[config.mk]
export PLATFORM = sky130hd
export DESIGN_NAME = graph_cycle_breaker_core
export DESIGN_NICKNAME = d
export VERILOG_FILES = /design/src/hdl/gcb_pkg.sv /design/src/hdl/gcb_ctrl.sv /design/src/hdl/gcb_dp.sv /design/src/hdl/graph_cycle_breaker_core.sv
export SDC_FILE = /design/constraint.sdc
export NUM_CORES = 1
export LEC_CHECK = 0
export CAP_MARGIN = 20
export CORE_ASPECT_RATIO = 1.75
export CORE_MARGIN = 4
export CORE_UTILIZATION = 50
export DETAILED_ROUTE_END_ITERATION = 7
export DONT_BUFFER_PORTS = 1
export PLACE_DENSITY = 0.8
export SYNTH_ARGS = -nofsm -noshare
export SYNTH_HDL_FRONTEND = slang
export SYNTH_HIERARCHICAL = 1
export SYNTH_SLANG_ARGS = --single-unit
[constraint.sdc]
create_clock -name aclk -period 4.75 [get_ports aclk]
set_input_delay 1.1875 -clock aclk [delete_from_list [all_inputs] [get_ports aclk]]
set_output_delay 1.1875 -clock aclk [all_outputs]
set_load 0.005 [all_outputs]
[src/hdl/gcb_pkg.sv]
// ----------------------------------------------------------------------------
// gcb_pkg: shared types and constants of the graph cycle breaker
// Operation codes, sizes, FSM states and controller/datapath command and status structs.
// ----------------------------------------------------------------------------
package gcb_pkg;

    localparam int NODES       = 8;
    localparam int NODE_W      = $clog2(NODES);
    localparam int NEXT_W      = $clog2(NODES + 1);
    localparam int DEPTH_W     = $clog2(NODES + 1);
    localparam int MAX_REPORTS = 21;
    localparam int CNT_W       = 5;

    localparam logic [2:0] OP_INSERT     = 3'd0;
    localparam logic [2:0] OP_REMOVE     = 3'd1;
    localparam logic [2:0] OP_REMOVE_ONE = 3'd2;
    localparam logic [2:0] OP_REMOVE_ALL = 3'd3;
    localparam logic [2:0] OP_READ       = 3'd4;

    typedef enum logic [2:0] {
        ST_IDLE,
        ST_START,
        ST_ROOT,
        ST_WALK,
        ST_FOUND,
        ST_FINISH,
        ST_OUT
    } state_t;

    // commands from controller to datapath
    typedef struct packed {
        logic load;      // capture request and execute edit/read
        logic clr_walk;  // start a new search
        logic root_step; // try current root
        logic walk_step; // one DFS step
        logic remove;    // remove found edge and report it
        logic finish;    // produce closing result
        logic out_done;  // result taken
    } cmd_t;

    // status from datapath to controller
    typedef struct packed {
        logic       search_op;
        logic       all_op;
        logic       roots_done;
        logic       stack_empty;
        logic       found;
        logic       tally_full;
    } stat_t;

endpackage

[src/hdl/gcb_ctrl.sv]
// ----------------------------------------------------------------------------
// gcb_ctrl: sequencer of the graph cycle breaker
// Steps requests through load, depth-first search, edge removal and output.
// ----------------------------------------------------------------------------
module gcb_ctrl (
    input  logic            aclk,
    input  logic            aresetn,
    input  logic            in_fire,
    input  logic            out_fire,
    input  gcb_pkg::stat_t  stat,
    output gcb_pkg::cmd_t   cmd,
    output logic            in_ready,
    output logic            out_valid
);

    gcb_pkg::state_t state_reg, state_next;

    // hold state
    always_ff @(posedge aclk) begin
        if (!aresetn) begin
            state_reg <= gcb_pkg::ST_IDLE;
        end else begin
            state_reg <= state_next;
        end
    end

    // decode next state and commands
    always_comb begin
        state_next = state_reg;
        cmd        = '0;
        in_ready   = 1'b0;
        out_valid  = 1'b0;
        unique case (state_reg)
            gcb_pkg::ST_IDLE: begin
                in_ready = 1'b1;
                if (in_fire) begin
                    cmd.load   = 1'b1;
                    state_next = gcb_pkg::ST_START;
                end
            end
            // searches start a walk, edits and reads go straight to output
            gcb_pkg::ST_START: begin
                if (stat.search_op) begin
                    cmd.clr_walk = 1'b1;
                    state_next   = gcb_pkg::ST_ROOT;
                end else begin
                    state_next = gcb_pkg::ST_OUT;
                end
            end
            gcb_pkg::ST_ROOT: begin
                if (stat.roots_done) begin
                    state_next = gcb_pkg::ST_FINISH;
                end else begin
                    cmd.root_step = 1'b1;
                    state_next    = gcb_pkg::ST_WALK;
                end
            end
            gcb_pkg::ST_WALK: begin
                if (stat.found) begin
                    state_next = gcb_pkg::ST_FOUND;
                end else if (stat.stack_empty) begin
                    state_next = gcb_pkg::ST_ROOT;
                end else begin
                    cmd.walk_step = 1'b1;
                end
            end
            gcb_pkg::ST_FOUND: begin
                cmd.remove = 1'b1;
                state_next = gcb_pkg::ST_OUT;
            end
            gcb_pkg::ST_FINISH: begin
                cmd.finish = 1'b1;
                state_next = gcb_pkg::ST_OUT;
            end
            gcb_pkg::ST_OUT: begin
                out_valid = 1'b1;
                if (out_fire) begin
                    cmd.out_done = 1'b1;
                    if (stat.found && stat.all_op && !stat.tally_full) begin
                        // continue remove-all with a fresh search
                        cmd.clr_walk = 1'b1;
                        state_next   = gcb_pkg::ST_ROOT;
                    end else if (stat.found && stat.all_op) begin
                        state_next = gcb_pkg::ST_FINISH;
                    end else begin
                        state_next = gcb_pkg::ST_IDLE;
                    end
                end
            end
            default: state_next = gcb_pkg::ST_IDLE;
        endcase
    end

endmodule

[src/hdl/gcb_dp.sv]
// ----------------------------------------------------------------------------
// gcb_dp: datapath of the graph cycle breaker
// Adjacency matrix, visited marks, DFS stack and the output result register.
// ----------------------------------------------------------------------------
module gcb_dp (
    input  logic                       aclk,
    input  logic                       aresetn,
    input  gcb_pkg::cmd_t              cmd,
    input  logic [2:0]                 in_op,
    input  logic [2:0]                 in_a,
    input  logic [2:0]                 in_b,
    output gcb_pkg::stat_t             stat,
    output logic [23:0]                out_data,
    output logic                       out_last
);

    localparam int N  = gcb_pkg::NODES;
    localparam int NW = gcb_pkg::NODE_W;

    logic [N-1:0]                 adj_reg [N];
    logic [N-1:0]                 vis_reg;
    logic [NW-1:0]                stk_node_reg [N];
    logic [gcb_pkg::NEXT_W-1:0]   stk_next_reg [N];
    logic [gcb_pkg::DEPTH_W-1:0]  depth_reg;
    logic [gcb_pkg::NEXT_W-1:0]   root_reg;
    logic [gcb_pkg::CNT_W-1:0]    tally_reg;
    logic [2:0]                   op_reg;
    logic                         found_reg;
    logic                         pending_reg;  // search not yet run for this request
    logic [NW-1:0]                fu_reg, fv_reg;
    logic                         o_er_reg, o_last_reg;
    logic [2:0]                   o_u_reg, o_v_reg;
    logic [4:0]                   o_cnt_reg;
    logic [7:0]                   o_row_reg;

    // top of stack view
    logic [NW-1:0]                top_idx, par_node, n_cur;
    logic [gcb_pkg::NEXT_W-1:0]   j_cur;
    logic [NW-1:0]                j_idx;
    logic                         j_end, adj_bit, vis_bit, is_parent;
    logic [N-1:0]                 read_row;
    logic                         a_ok, b_ok;

    assign top_idx   = NW'(depth_reg - 1'b1);
    assign n_cur     = stk_node_reg[top_idx];
    assign j_cur     = stk_next_reg[top_idx];
    assign j_end     = (j_cur >= gcb_pkg::NEXT_W'(N));
    assign j_idx     = j_cur[NW-1:0];
    assign adj_bit   = adj_reg[n_cur][j_idx];
    assign vis_bit   = vis_reg[j_idx];
    assign par_node  = stk_node_reg[NW'(depth_reg - 2'd2)];
    assign is_parent = (depth_reg > 1) && (par_node == j_idx);
    assign a_ok      = (32'(in_a) < N);
    assign b_ok      = (32'(in_b) < N);
    assign read_row  = a_ok ? adj_reg[in_a[NW-1:0]] : '0;

    assign stat.search_op   = pending_reg;
    assign stat.all_op      = (op_reg == gcb_pkg::OP_REMOVE_ALL);
    assign stat.roots_done  = (root_reg >= gcb_pkg::NEXT_W'(N));
    assign stat.stack_empty = (depth_reg == 0);
    assign stat.found       = found_reg;
    assign stat.tally_full  = (tally_reg >= gcb_pkg::CNT_W'(gcb_pkg::MAX_REPORTS));

    // advance matrix, walk and result registers
    always_ff @(posedge aclk) begin
        if (!aresetn) begin
            for (int i = 0; i < N; i++) adj_reg[i] <= '0;
            vis_reg     <= '0;
            depth_reg   <= '0;
            tally_reg   <= '0;
            root_reg    <= '0;
            found_reg   <= 1'b0;
            pending_reg <= 1'b0;
            op_reg      <= '0;
        end else begin
            if (cmd.load) begin
                op_reg      <= in_op;
                found_reg   <= 1'b0;
                tally_reg   <= '0;
                pending_reg <= (in_op == gcb_pkg::OP_REMOVE_ONE) ||
                               (in_op == gcb_pkg::OP_REMOVE_ALL);
                o_er_reg <= 1'b0; o_u_reg <= '0; o_v_reg <= '0; o_cnt_reg <= '0;
                o_row_reg  <= '0;
                o_last_reg <= 1'b1;
                if (in_op == gcb_pkg::OP_READ) o_row_reg <= 8'(read_row);
                if ((in_op == gcb_pkg::OP_INSERT || in_op == gcb_pkg::OP_REMOVE)
                    && a_ok && b_ok) begin
                    adj_reg[in_a[NW-1:0]][in_b[NW-1:0]] <= (in_op == gcb_pkg::OP_INSERT);
                    adj_reg[in_b[NW-1:0]][in_a[NW-1:0]] <= (in_op == gcb_pkg::OP_INSERT);
                end
            end
            if (cmd.clr_walk) begin
                vis_reg     <= '0;
                depth_reg   <= '0;
                root_reg    <= '0;
                found_reg   <= 1'b0;
                pending_reg <= 1'b0;
            end
            // start a tree at the current root if unvisited
            if (cmd.root_step) begin
                root_reg <= root_reg + 1'b1;
                if (!vis_reg[root_reg[NW-1:0]]) begin
                    vis_reg[root_reg[NW-1:0]] <= 1'b1;
                    stk_node_reg[0] <= root_reg[NW-1:0];
                    stk_next_reg[0] <= '0;
                    depth_reg       <= gcb_pkg::DEPTH_W'(1);
                end
            end
            // one neighbor of the stack top per cycle
            if (cmd.walk_step) begin
                if (j_end) begin
                    depth_reg <= depth_reg - 1'b1;
                end else begin
                    stk_next_reg[top_idx] <= j_cur + 1'b1;
                    if (adj_bit) begin
                        if (!vis_bit) begin
                            if (depth_reg < gcb_pkg::DEPTH_W'(N)) begin
                                vis_reg[j_idx] <= 1'b1;
                                stk_node_reg[NW'(depth_reg)] <= j_idx;
                                stk_next_reg[NW'(depth_reg)] <= '0;
                                depth_reg <= depth_reg + 1'b1;
                            end
                        end else if (!is_parent) begin
                            found_reg <= 1'b1;
                            fu_reg    <= n_cur;
                            fv_reg    <= j_idx;
                            depth_reg <= '0;
                        end
                    end
                end
            end
            // drop the found edge and report it
            if (cmd.remove) begin
                adj_reg[fu_reg][fv_reg] <= 1'b0;
                adj_reg[fv_reg][fu_reg] <= 1'b0;
                tally_reg  <= tally_reg + 1'b1;
                o_er_reg   <= 1'b1;
                o_u_reg    <= 3'(fu_reg);
                o_v_reg    <= 3'(fv_reg);
                o_row_reg  <= '0;
                o_cnt_reg  <= (op_reg == gcb_pkg::OP_REMOVE_ONE) ? 5'd1 : 5'd0;
                o_last_reg <= (op_reg == gcb_pkg::OP_REMOVE_ONE);
            end
            if (cmd.finish) begin
                found_reg  <= 1'b0;
                o_er_reg   <= 1'b0;
                o_u_reg    <= '0;
                o_v_reg    <= '0;
                o_row_reg  <= '0;
                o_cnt_reg  <= 5'(tally_reg);
                o_last_reg <= 1'b1;
            end
        end
    end

    // bit0 edge_removed, 3:1 removed_u, 6:4 removed_v, 11:7 removed_count,
    // 19:12 row_bits, zero pad
    assign out_data = {4'd0, o_row_reg, o_cnt_reg, o_v_reg, o_u_reg, o_er_reg};
    assign out_last = o_last_reg;

endmodule

[src/hdl/graph_cycle_breaker_core.sv]
// ----------------------------------------------------------------------------
// graph_cycle_breaker_core: undirected graph with DFS cycle breaking
// Sequence: an edit or read passes through the start state to the output state;
// a search visits one neighbor a cycle, and the search is repeated per removed
// edge.
// Throughput: one request at a time; next request after the last result.
// Reset: synchronous active-low aresetn clears the graph and the sequencer.
// ----------------------------------------------------------------------------
module graph_cycle_breaker_core (
    input  logic        aclk,
    input  logic        aresetn,
    input  logic        s_tvalid,
    output logic        s_tready,
    input  logic [15:0] s_tdata,   // operation[2:0], node_a[5:3], node_b[8:6]
    output logic        m_tvalid,
    input  logic        m_tready,
    output logic [23:0] m_tdata,   // edge_removed, removed_u, removed_v,
                                   // removed_count, row_bits
    output logic        m_tlast
);

    gcb_pkg::cmd_t  cmd;
    gcb_pkg::stat_t stat;
    logic           unused_pad;

    assign unused_pad = ^s_tdata[15:9];

    gcb_ctrl u_ctrl (
        .aclk      (aclk),
        .aresetn   (aresetn),
        .in_fire   (s_tvalid && s_tready),
        .out_fire  (m_tvalid && m_tready),
        .stat      (stat),
        .cmd       (cmd),
        .in_ready  (s_tready),
        .out_valid (m_tvalid)
    );

    gcb_dp u_dp (
        .aclk     (aclk),
        .aresetn  (aresetn),
        .cmd      (cmd),
        .in_op    (s_tdata[2:0]),
        .in_a     (s_tdata[5:3]),
        .in_b     (s_tdata[8:6]),
        .stat     (stat),
        .out_data (m_tdata),
        .out_last (m_tlast)
    );

endmodule

==> flow_metrics.tcl <==
set metrics [dict create \
    outcome "complete, but fails checks" \
    failed_checks "DRC" \
    finalNetCount 1173 \
    wirelength_mm 32.97 \
    power.leakage_uw 0.003697 \
    initial_utilization 0.5090 \
    timing.critical_path.slowest_stage_cell "mux4_2" \
    design_area_um2 10920 \
    route.detailed.vias_per_inst 6.781 \
    timing.hold.worst.class "reg2reg" \
    timing.clock.skew_ns 0.009793 \
    reg2reg_depth 11 \
    totalNegativeSetupSlack_ns 0 \
    post-route-min-period_ns 4.443 \
    antenna_violating_nets_post_route 0 \
    grt_max_degree 53 \
    number_of_global_route_vias_before_repair 8955 \
    post-route-period-util 0.9353 \
    holdPathStages 2 \
    series_of_cell_instances_along_the_critical_path "inv_1 -> ha_1 -> xor2_4 -> mux4_2 -> mux2i_2 -> buf_4 -> nor2_1 -> a22oi_1 -> o32ai_2 -> nor4_4 -> and3_1" \
    max_freq_ghz 0.2251 \
    io_pins 47 \
    tritoncts "built" \
    drt_first_iter_violations 991 \
    num_rows 68 \
    largest_register_ffs 64 \
    antenna_found_initial 0 \
    clk_pin_slew_ns 0.07 \
    rsz0062_at_grt "no" \
    max_slew.worst_pin.slew_ns 1.176 \
    clock_tree.root_cell "clkbuf_16" \
    coreArea_um2 19820 \
    r2r_end "u_dp/stk_node_reg[5][0]" \
    gpl.final_weighted_congestion 1.020 \
    p_per_area_nw_per_um2 388.8 \
    detail_route.drc_violations 3 \
    cp_data_required_time_ns 4.82 \
    drt_pre_antenna_iters 8 \
    ant_diodes 0 \
    timing.critical_path.slowest_cell_delay_ns 0.56 \
    slew_limit_fails 0 \
    grt_first_pass_wirelength_mm 49.29 \
    worstSetupStartpoint "u_dp/depth_reg[1]" \
    max-clock-path-buffers 2 \
    yosys_warnings 6 \
    grt.overflow.total 0 \
    placement.cell_area_um2 10310 \
    rel_slew_slack 0.2085 \
    grt_util_all_layers 0.2874 \
    total_power_uw 4244 \
    worstSkewPairLatency_ns 0.44 \
    tritoncts.num_buffers 17 \
    areaGrowthSynthToFinish_pct 8.185 \
    detailedPlacementHpwl_mm 23.77 \
    cp-end-kind "register" \
    start_kind "register" \
    post-route-util 0.5506 \
    post_drt_wl_per_cell_um 23.58 \
    drive_gt1_frac 0.1067 \
    cts_hold_buf 0 \
    worst-setup-path-type "reg2reg" \
    synthesis.instances 1166 \
    timing.hold.worst_endpoint "u_dp/adj_reg[4][5]" \
    max_cap_violations 0 \
    reg2reg_slack_ns 0.31 \
    report.final.hold_viol_count 0 \
    regToRegStartpoint "u_dp/depth_reg[1]" \
    hold_path.startpoint "u_dp/adj_reg[4][5]" \
    placement.io_buffers 0 \
    crit_fanout 11 \
    irDropWorstVdd_v 0.0002756 \
    critPathArrivalTime_ns 4.52 \
    finalSetupViolations 0 \
    area_enclosed_by_the_die_boundary_um2 22610 \
    chipHeight_um 195.9 \
    via_count 9480 \
    synthesis.area_per_instance_um2 8.653 \
    cts_max_level 4 \
    synthesis.area_um2 10090 \
    die_width_um 115.4 \
    cts.sink_count 176 \
]
==> per-layer routing <==
layer,GRT usage,share of wire,vias to the layer above
met5,0,0,-
met4,0.2363,0.098,0
met3,0.05525,0.074,197
met2,0.5039,0.51,590
met1,0.2848,0.32,4444
li1,-,-,4249
==> worst max path at each step <==
| stage | depth (start not counted) | slack, ns | to |
|---|---|---|---|
| 6_report | 11 | 0.31 | u_dp/stk_node_reg[5][0] |
| 5_1_grt | 10 | 0.17 | u_dp/stk_next_reg[7][2] |
| 4_1_cts | 11 | 0.21 | u_dp/stk_node_reg[5][0] |
| 3_5_place_dp | 11 | 0.22 | u_dp/stk_node_reg[5][0] |
| 3_3_place_gp | 11 | 0.28 | u_dp/stk_node_reg[5][0] |
| 2_1_floorplan | 17 | 0.25 | u_dp/stk_node_reg[0][0] |
==> worst max-delay path: cells and delay by family, from the launching register on <==
| family | cells | cell delay, ns |
|---|---|---|
| AO/OA/AOI/OAI | 2 | 0.39 |
| XOR/XNOR | 1 | 0.38 |
| adder cells (fa/ha/maj) | 1 | 0.37 |
| buffers and inverters | 2 | 0.40 |
| flip-flops | 1 | 0.31 |
| multiplexers | 2 | 1.09 |
| AND/OR/NAND/NOR | 3 | 1.14 |
==> repair_timing <==
action	CTS	global route
setup buffers	0	0
gates resized for setup	0	1
setup endpoints to repair	0	9
==> placed cells by master (no fill, tap or decap), types with 10 or more instances in the layout <==
cell       count
nor3_1        34
ha_1          13
and3_1        16
inv_1         20
nor2_1       105
clkbuf_16     17
nand2b_1      12
dfxtp_1      125
nand2_1      145
a31oi_1       27
nor4_1        13
mux4_2        23
a21oi_1      109
a221oi_1      10
nor2b_1       18
edfxtp_1      51
buf_4         36
and2_1        24
a22o_1        13
nand4_1       18
a22oi_1       27
mux2i_1       40
o21ai_0       34
nand3_1       72
==> area by class of cell <==
cell class	count	area (um^2)
Fill cell	1773	8909
Multi-Input combinational cell	881	5597
Sequential cell	176	4034
Clock buffer	17	425.4
Tap cell	245	306.5
Timing Repair Buffer	40	305.3
Clock inverter	15	157.7
Inverter	24	90.09
==> power by group <==
group          switching [uW]  leakage, uW  total [uW]  internal [uW]
combinational             702      0.00192        1110            408
clock                     620     0.000286        1400            781
sequential               85.0      0.00149        1730           1650
total                    1410      0.00370        4240           2840
==> metrics by stage <==
step                setup slack (ns)  instances  hold slack [ns]
floorplan                     0.2498       1169           0.4361
global placement              0.2838       1363           0.4573
detailed placement            0.2242       1364           0.4667
CTS                           0.2108       1396           0.4775
global route                  0.1682       1398           0.4984
finish                        0.3072       1398           0.4738
Power figures use the tool's default switching activity.
